## src/design/fcrds_pkg.sv

```systemverilog
// ----------------------------------------------------------------------------
// fcrds_pkg
// Shared types, constants and the masked priority search for the rotating
// fault-code display scan.
// ----------------------------------------------------------------------------
`default_nettype none

package fcrds_pkg;

	localparam int NumCodes      = 100;
	localparam int FlagPositions = 100;
	localparam int FlagsLowW     = 64;
	localparam int FlagsHighW    = FlagPositions - FlagsLowW;
	localparam int CodeW         = $clog2(NumCodes + 1);
	localparam int DwellW        = 16;

	localparam logic [CodeW-1:0]  CodeNone   = CodeW'(NumCodes);
	localparam logic [DwellW-1:0] DwellReset = DwellW'(10);

	typedef logic [FlagPositions-1:0] flags_t;
	typedef logic [CodeW-1:0]         code_t;
	typedef logic [DwellW-1:0]        dwell_t;

	typedef struct packed {
		flags_t flags;
		logic   any_fault;
	} item_t;

	// First set flag at or after start; CodeNone when there is none.
	function automatic code_t find_first(input flags_t flags, input code_t start);
		code_t found;
		found = CodeNone;
		for (int i = FlagPositions - 1; i >= 0; i--) begin
			if ((i < NumCodes) && flags[i] && (CodeW'(i) >= start)) begin
				found = CodeW'(i);
			end
		end
		return found;
	endfunction

endpackage

`default_nettype wire

```

## src/design/fcrds_in_reg.sv

```systemverilog
// ----------------------------------------------------------------------------
// fcrds_in_reg
// Input register stage: captures one item and holds it while downstream stalls.
// ----------------------------------------------------------------------------
`default_nettype none

module fcrds_in_reg (
	input  wire                                   clk,
	input  wire                                   arst_n,
	input  wire                                   in_valid,
	output logic                                  in_stall,
	input  wire  [fcrds_pkg::FlagsLowW-1:0]       flags_low,
	input  wire  [fcrds_pkg::FlagsHighW-1:0]      flags_high,
	input  wire                                   any_fault,
	output logic                                  valid_s1,
	input  wire                                   stall_s1,
	output fcrds_pkg::item_t                      item_s1
);

	assign in_stall = valid_s1 && stall_s1;

	always_ff @(posedge clk or negedge arst_n) begin
		if (!arst_n) begin
			valid_s1 <= 1'b0;
		end else if (!in_stall) begin
			valid_s1 <= in_valid;
		end
	end

	// hold payload while stalled
	always_ff @(posedge clk) begin
		if (!in_stall && in_valid) begin
			item_s1.flags     <= {flags_high, flags_low};
			item_s1.any_fault <= any_fault;
		end
	end

endmodule

`default_nettype wire

```

## src/design/fcrds_core.sv

```systemverilog
// ----------------------------------------------------------------------------
// fcrds_core
// Scan state, dwell counter and result register.
// ----------------------------------------------------------------------------
`default_nettype none

module fcrds_core (
	input  wire                              clk,
	input  wire                              arst_n,
	input  wire                              cfg_wr_en,
	input  wire  [fcrds_pkg::DwellW-1:0]     cfg_wr_data,
	input  wire                              valid_s1,
	output logic                             stall_s1,
	input  wire  fcrds_pkg::item_t           item_s1,
	output logic                             out_valid,
	input  wire                              out_stall,
	output logic [fcrds_pkg::CodeW-1:0]      shown_code
);

	fcrds_pkg::dwell_t dwell_q;
	fcrds_pkg::dwell_t count_q;
	fcrds_pkg::code_t  scan_q;
	fcrds_pkg::code_t  prev_q;

	fcrds_pkg::code_t  found;
	fcrds_pkg::code_t  scan_srch;
	fcrds_pkg::code_t  scan_step;
	fcrds_pkg::code_t  scan_nxt;
	fcrds_pkg::dwell_t count_inc;
	fcrds_pkg::dwell_t count_nxt;
	fcrds_pkg::code_t  shown_nxt;
	logic              reached;
	logic              advance;
	logic              take;

	assign advance  = !out_valid || !out_stall;
	assign take     = valid_s1 && advance;
	assign stall_s1 = !advance;

	assign found     = fcrds_pkg::find_first(item_s1.flags, scan_q);
	assign scan_srch = (scan_q < fcrds_pkg::CodeNone) ? found : scan_q;
	assign count_inc = ((prev_q != scan_srch) ? '0 : count_q) + fcrds_pkg::DwellW'(1);
	assign reached   = count_inc >= dwell_q;
	assign scan_step = ((fcrds_pkg::CodeW + 1)'(scan_srch) + 1'b1 >
	                    (fcrds_pkg::CodeW + 1)'(fcrds_pkg::NumCodes))
	                   ? '0 : scan_srch + 1'b1;
	assign scan_nxt  = reached ? scan_step : scan_srch;
	assign count_nxt = reached ? '0 : count_inc;
	assign shown_nxt = reached ? fcrds_pkg::CodeNone : scan_srch;

	always_ff @(posedge clk or negedge arst_n) begin
		if (!arst_n) begin
			dwell_q <= fcrds_pkg::DwellReset;
		end else if (cfg_wr_en) begin
			dwell_q <= cfg_wr_data;
		end
	end

	always_ff @(posedge clk or negedge arst_n) begin
		if (!arst_n) begin
			scan_q    <= '0;
			prev_q    <= '0;
			count_q   <= '0;
			out_valid <= 1'b0;
		end else begin
			if (advance) begin
				out_valid <= valid_s1;
			end
			if (take && item_s1.any_fault) begin
				scan_q  <= scan_nxt;
				prev_q  <= scan_srch;
				count_q <= count_nxt;
			end
		end
	end

	always_ff @(posedge clk) begin
		if (take) begin
			shown_code <= item_s1.any_fault ? shown_nxt : fcrds_pkg::CodeNone;
		end
	end

	a_scan_range: assert property (@(posedge clk) disable iff (!arst_n)
		scan_q <= fcrds_pkg::CodeNone)
		else $error("scan position out of range");

	a_idle_keeps_state: assert property (@(posedge clk) disable iff (!arst_n)
		take && !item_s1.any_fault |=> $stable(scan_q) && $stable(count_q))
		else $error("state changed on a no-fault item");

	a_idle_shows_none: assert property (@(posedge clk) disable iff (!arst_n)
		take && !item_s1.any_fault |=> out_valid && shown_code == fcrds_pkg::CodeNone)
		else $error("no-fault item did not show nothing");

	a_code_range: assert property (@(posedge clk) disable iff (!arst_n)
		out_valid |-> shown_code <= fcrds_pkg::CodeNone)
		else $error("shown code out of range");

endmodule

`default_nettype wire

```

## src/design/fault_code_rotating_display_scan_top.sv

```systemverilog
// ----------------------------------------------------------------------------
// fault_code_rotating_display_scan_top
// Rotating fault-code display scan: steps through set fault flags, showing
// each for a programmable number of refresh ticks.
// ----------------------------------------------------------------------------
// Result path: an accepted item passes the input register, then the result
//   register after the priority search and dwell update.
// Throughput: one item per cycle unless out_stall holds the output; scan state updates in the same cycle.
// Reset: arst_n clears scan position, previous position, dwell count and
//   valids; dwell_q returns to 10.
`default_nettype none

module fault_code_rotating_display_scan_top (
	input  wire                                  clk,
	input  wire                                  arst_n,
	input  wire                                  cfg_wr_en,
	input  wire  [fcrds_pkg::DwellW-1:0]         cfg_wr_data,
	input  wire                                  in_valid,
	output logic                                 in_stall,
	input  wire  [fcrds_pkg::FlagsLowW-1:0]      flags_low,
	input  wire  [fcrds_pkg::FlagsHighW-1:0]     flags_high,
	input  wire                                  any_fault,
	output logic                                 out_valid,
	input  wire                                  out_stall,
	output logic [fcrds_pkg::CodeW-1:0]          shown_code
);

	logic             valid_s1;
	logic             stall_s1;
	fcrds_pkg::item_t item_s1;

	fcrds_in_reg u_in_reg (
		.clk        (clk),
		.arst_n     (arst_n),
		.in_valid   (in_valid),
		.in_stall   (in_stall),
		.flags_low  (flags_low),
		.flags_high (flags_high),
		.any_fault  (any_fault),
		.valid_s1   (valid_s1),
		.stall_s1   (stall_s1),
		.item_s1    (item_s1)
	);

	fcrds_core u_core (
		.clk         (clk),
		.arst_n      (arst_n),
		.cfg_wr_en   (cfg_wr_en),
		.cfg_wr_data (cfg_wr_data),
		.valid_s1    (valid_s1),
		.stall_s1    (stall_s1),
		.item_s1     (item_s1),
		.out_valid   (out_valid),
		.out_stall   (out_stall),
		.shown_code  (shown_code)
	);

endmodule

`default_nettype wire

```

## config.mk

```make
export PLATFORM = sky130hd
export DESIGN_NAME = fault_code_rotating_display_scan_top
export DESIGN_NICKNAME = d
export VERILOG_FILES = /design/src/design/fcrds_pkg.sv /design/src/design/fcrds_in_reg.sv /design/src/design/fcrds_core.sv /design/src/design/fault_code_rotating_display_scan_top.sv
export SDC_FILE = /design/constraint.sdc
export NUM_CORES = 1
export LEC_CHECK = 0
export BUFFER_PORTS_ARGS = -buffer_cell sky130_fd_sc_hd__buf_2
export CORE_MARGIN = 4
export CORE_UTILIZATION = 53
export DETAILED_ROUTE_END_ITERATION = 12
export PLACE_DENSITY = 0.82
export SETUP_SLACK_MARGIN = 0.02
export SLEW_MARGIN = 10
export SYNTH_ARGS = -nofsm -noshare
export SYNTH_HDL_FRONTEND = slang
export SYNTH_SLANG_ARGS = --single-unit
export TNS_END_PERCENT = 5
```

## constraint.sdc

```tcl
create_clock -name clk -period 6.5 [get_ports clk]
set_input_delay 0.65 -clock clk [delete_from_list [all_inputs] [get_ports clk]]
set_output_delay 0.65 -clock clk [all_outputs]
set_load 0.005 [all_outputs]
```

==> summary by stage <==
CTS
TritonCTS built the clock tree. The H-tree generated during clock tree synthesis spans 4 levels. The tree is rooted in a sky130_fd_sc_hd__clkbuf_16. The number of hold buffers added after CTS was 0. The clock insertion delay at the later pin of the skew report is 440 ps.

The clock passes through at most 2 buffers. The total clock buffers created by CTS is 17. Clock-pin slew was measured on the worst setup and hold paths at 70 ps. The number of sinks driven by the clock tree is 156.

Final layout
At the end of the flow the core is filled with cells to 70.21%. For this run, the post-layout net count is 1418. The area growth from synthesis to layout is 29.24%. In the final layout, the share of cells above drive strength 1 is 35.04%. The antenna cell count is 0.

Synth
The post-synthesis cell type count is 105. Counting flops with an async set or reset pin after synthesis yields a share of 30.77%. The flip-flop and latch count after synthesis is 156. The fraction of synthesized cell area taken by the top area cell type is 31.70%. For this run, the number of Yosys warnings is 0. The dominant cell by count in the synthesized netlist is sky130_fd_sc_hd__edfxtp_1. Dividing the synthesized area by the synthesized cell count gives 9.808 sq um. The post-synthesis instance area is 10230 sq um. Among all flip-flop cells after synthesis, the most frequent one is sky130_fd_sc_hd__edfxtp_1. When the netlist entered floorplanning its net count stood at 1184. Counting every instance in the synthesized netlist gives 1043. The sequential area share after synthesis is 43.47%. The biggest area contributor in the post-synthesis netlist is sky130_fd_sc_hd__edfxtp_1. The number of synthesized flops with an enable pin is 108. By area the synthesized netlist is led by sky130_fd_sc_hd__edfxtp_1 (32%), sky130_fd_sc_hd__dfrtp_1 (11%), sky130_fd_sc_hd__o21ai_0 (3.7%). In the synthesized netlist, the cells that appear most often are sky130_fd_sc_hd__edfxtp_1 (108), sky130_fd_sc_hd__nand2_1 (79), sky130_fd_sc_hd__o21ai_0 (76), sky130_fd_sc_hd__a21oi_1 (58), sky130_fd_sc_hd__nor2_1 (53).

Power
The largest voltage drop on the vdd net is 0.0002871 V. The design draws 4.775 mW. For this design the ratio of total power to cell area is 361.1 nW/um^2.

The reported leakage power is 5.220 nW.

Setup path
Along the worst path, the maximum fanout reaches 17. The critical path endpoint category is a register. The worst setup path is of the register to register kind.

The worst path arrival time is 6600 ps. Among all stages on the critical path, the largest delay is contributed by sky130_fd_sc_hd__or4_4. The required time of the worst setup path is 6850 ps. Together, buffers and inverters on the worst path number 3. In this design, the stage delay of the slowest critical-path cell is 560 ps. The launching element type of the critical path is a register.

The cell family contributing the most delay on the critical path is simple AND/OR/NAND/NOR gates.

STA
Headroom to the max-slew limit came out at 39.61%. For the pin with the worst max-slew slack, the measured transition is 905.8 ps. The setup-violating endpoint count in the final report is 0. Across all setup checks in the final design, the least slack found is 244.9 ps. The number of max-slew violations in the final report is 0. The post-route minimum period is 6255 ps. The number of hold violations in the final report is 0. On the final layout, the worst hold slack is 319.0 ps. The share of the clock period used by the worst path is 96.23%. The highest clock rate is 159.9 MHz. The final setup TNS is 0 ps.

Across the routed clock network, the largest skew measured is 15.14 ps.

Floorplanning
The core box area is 18830 sq um. During I/O placement, the number of pins put on the boundary was 131. The floorplan step set the die width to 146.9 um.

The die span in y is 146.9 um. The row count is 50. The die area is 21590 sq um.

The initial core utilization is 54.33%.

Route
The DRC marker count from the first detailed-route iteration is 1513. The detailed-route vias per instance is 6.586. In the final routed layout, each cell accounts on average for 22.59 um. Wires add up to 35020 um. The routed layout has 10.21k vias. The post-detailed-route DRC marker count is 0.

The first-pass iteration count of the detailed router is 6. The detail route stage leaves a number of antenna-violating nets equal to 0.

Global routing
The remaining global-route overflow is 0. The via count of the first global-routing pass came to 9489. The initial antenna violation count is 0.

The first global-routing pass estimated 51510 um of wire. Entering global routing, the biggest net connects 73 pins. In the global route stage, overall resource usage came out at 30.03%.

Placement
Detailed placement finished with a half-perimeter wire length of 24790 um. The congestion estimate from routability-driven global placement came to 1.027. The post-placement worst setup slack is -184.8 ps. The count of input and output buffers is 130.

Job
The total of max-cap violations is 0.

Hold path
The type of the most critical hold path is input pin to async pin.

Run status
The flow ran to the end, and the final reports show no timing, DRC or antenna violations.
## report_power, final
part | internal, mW | switching, mW
registers | 1.18 | 0.0910
logic | 1.04 | 1.48
clock network | 0.535 | 0.440
## path summary, 6_finish.rpt
path	start	end	slack (ps)	cells after the start
min reg2reg	u_core.dwell_q[1]	u_core.dwell_q[1]	520	2
max	u_core.scan_q[6]	u_core.scan_q[5]	240	30
max reg2reg	u_core.scan_q[6]	u_core.scan_q[5]	240	30
min in group clk	flags_high[21]	u_in_reg.item_s1[86]	380	1
min	arst_n	u_core.count_q[13]	320	2
max in group asynchronous	arst_n	u_core.scan_q[1]	5680	2
## cell type report
class / count / area [sq um]
multi-input combinational: 784 / 5727
fill: 1404 / 5609
sequential: 156 / 4454
timing repair buffer: 275 / 1983
clock buffer: 18 / 429.2
tap: 260 / 325.3
inverter: 43 / 165.2
clock inverter: 14 / 137.6
## worst reg2reg max path, delay by kind of cell, from the launching register on
family                   cells  cell delay [ps]
multiplexers                 1              280
adder cells (fa/ha/maj)      2              400
buffers and inverters        3              440
flip-flops                   1              450
AO/OA/AOI/OAI               10             2000
AND/OR/NAND/NOR             13             2490
XOR/XNOR                     1              120
## sequential cells by signal, summed over array words and instances (netlist names)
| name | flops |
|---|---|
| u_core.scan_q | 7 |
| u_in_reg.valid_s1 | 1 |
| u_core.shown_code | 7 |
| u_core.count_q | 16 |
| u_core.dwell_q | 16 |
| u_core.out_valid | 1 |
| u_in_reg.item_s1 | 101 |
| u_core.prev_q | 7 |
## per-layer routing
metal | wire, um | part of all wire, % | GRT usage [%] | vias up
met3 | 3686 | 11 | 5.645 | 172
met2 | 15770 | 45 | 47.48 | 716
li1 | - | - | - | 4547
met1 | 13540 | 39 | 40.34 | 4773
met5 | 0 | 0 | 0 | -
met4 | 2024 | 5.8 | 13.75 | 0
## stage by stage
stage / instances / instance area, sq um
2_1_floorplan: 1043 / 10230
3_3_place_gp: 1492 / 11830
3_5_place_dp: 1492 / 11830
4_1_cts: 1527 / 12440
5_1_grt: 1550 / 13220
6_report: 1550 / 13220
## timing repair
| item | CTS | global route |
|---|---|---|
| buffers inserted | 3 | 17 |
| resized for setup | 9 | 106 |
| pin swaps | 0 | 27 |
| cloned | 0 | 6 |
| endpoints found under the setup margin | 24 | 30 |
## cells by family after synthesis
kind of cell | Yosys count | synth area share, %
adder cells (fa/ha/maj) | 20 | 2.422
flip-flops | 156 | 43.47
AO/OA/AOI/OAI | 394 | 27.80
multiplexers | 2 | 0.2201
buffers and inverters | 104 | 5.479
XOR/XNOR | 18 | 1.541
AND/OR/NAND/NOR | 349 | 19.07
## cell usage in the layout (no fill, tap or decap), types with 19 or more instances in the layout
cell type / instances
sky130_fd_sc_hd__a21o_1: 21
sky130_fd_sc_hd__a21oi_1: 50
sky130_fd_sc_hd__and3_1: 19
sky130_fd_sc_hd__buf_2: 130
sky130_fd_sc_hd__buf_4: 125
sky130_fd_sc_hd__clkbuf_16: 22
sky130_fd_sc_hd__dfrtp_1: 40
sky130_fd_sc_hd__edfxtp_1: 108
sky130_fd_sc_hd__ha_1: 19
sky130_fd_sc_hd__inv_1: 36
sky130_fd_sc_hd__nand2_1: 75
sky130_fd_sc_hd__nand2b_1: 19
sky130_fd_sc_hd__nand3_1: 36
sky130_fd_sc_hd__nand4_1: 19
sky130_fd_sc_hd__nor2_1: 50
sky130_fd_sc_hd__o211ai_1: 24
sky130_fd_sc_hd__o21ai_0: 69
No activity file was read; power rests on OpenSTA's default activity.
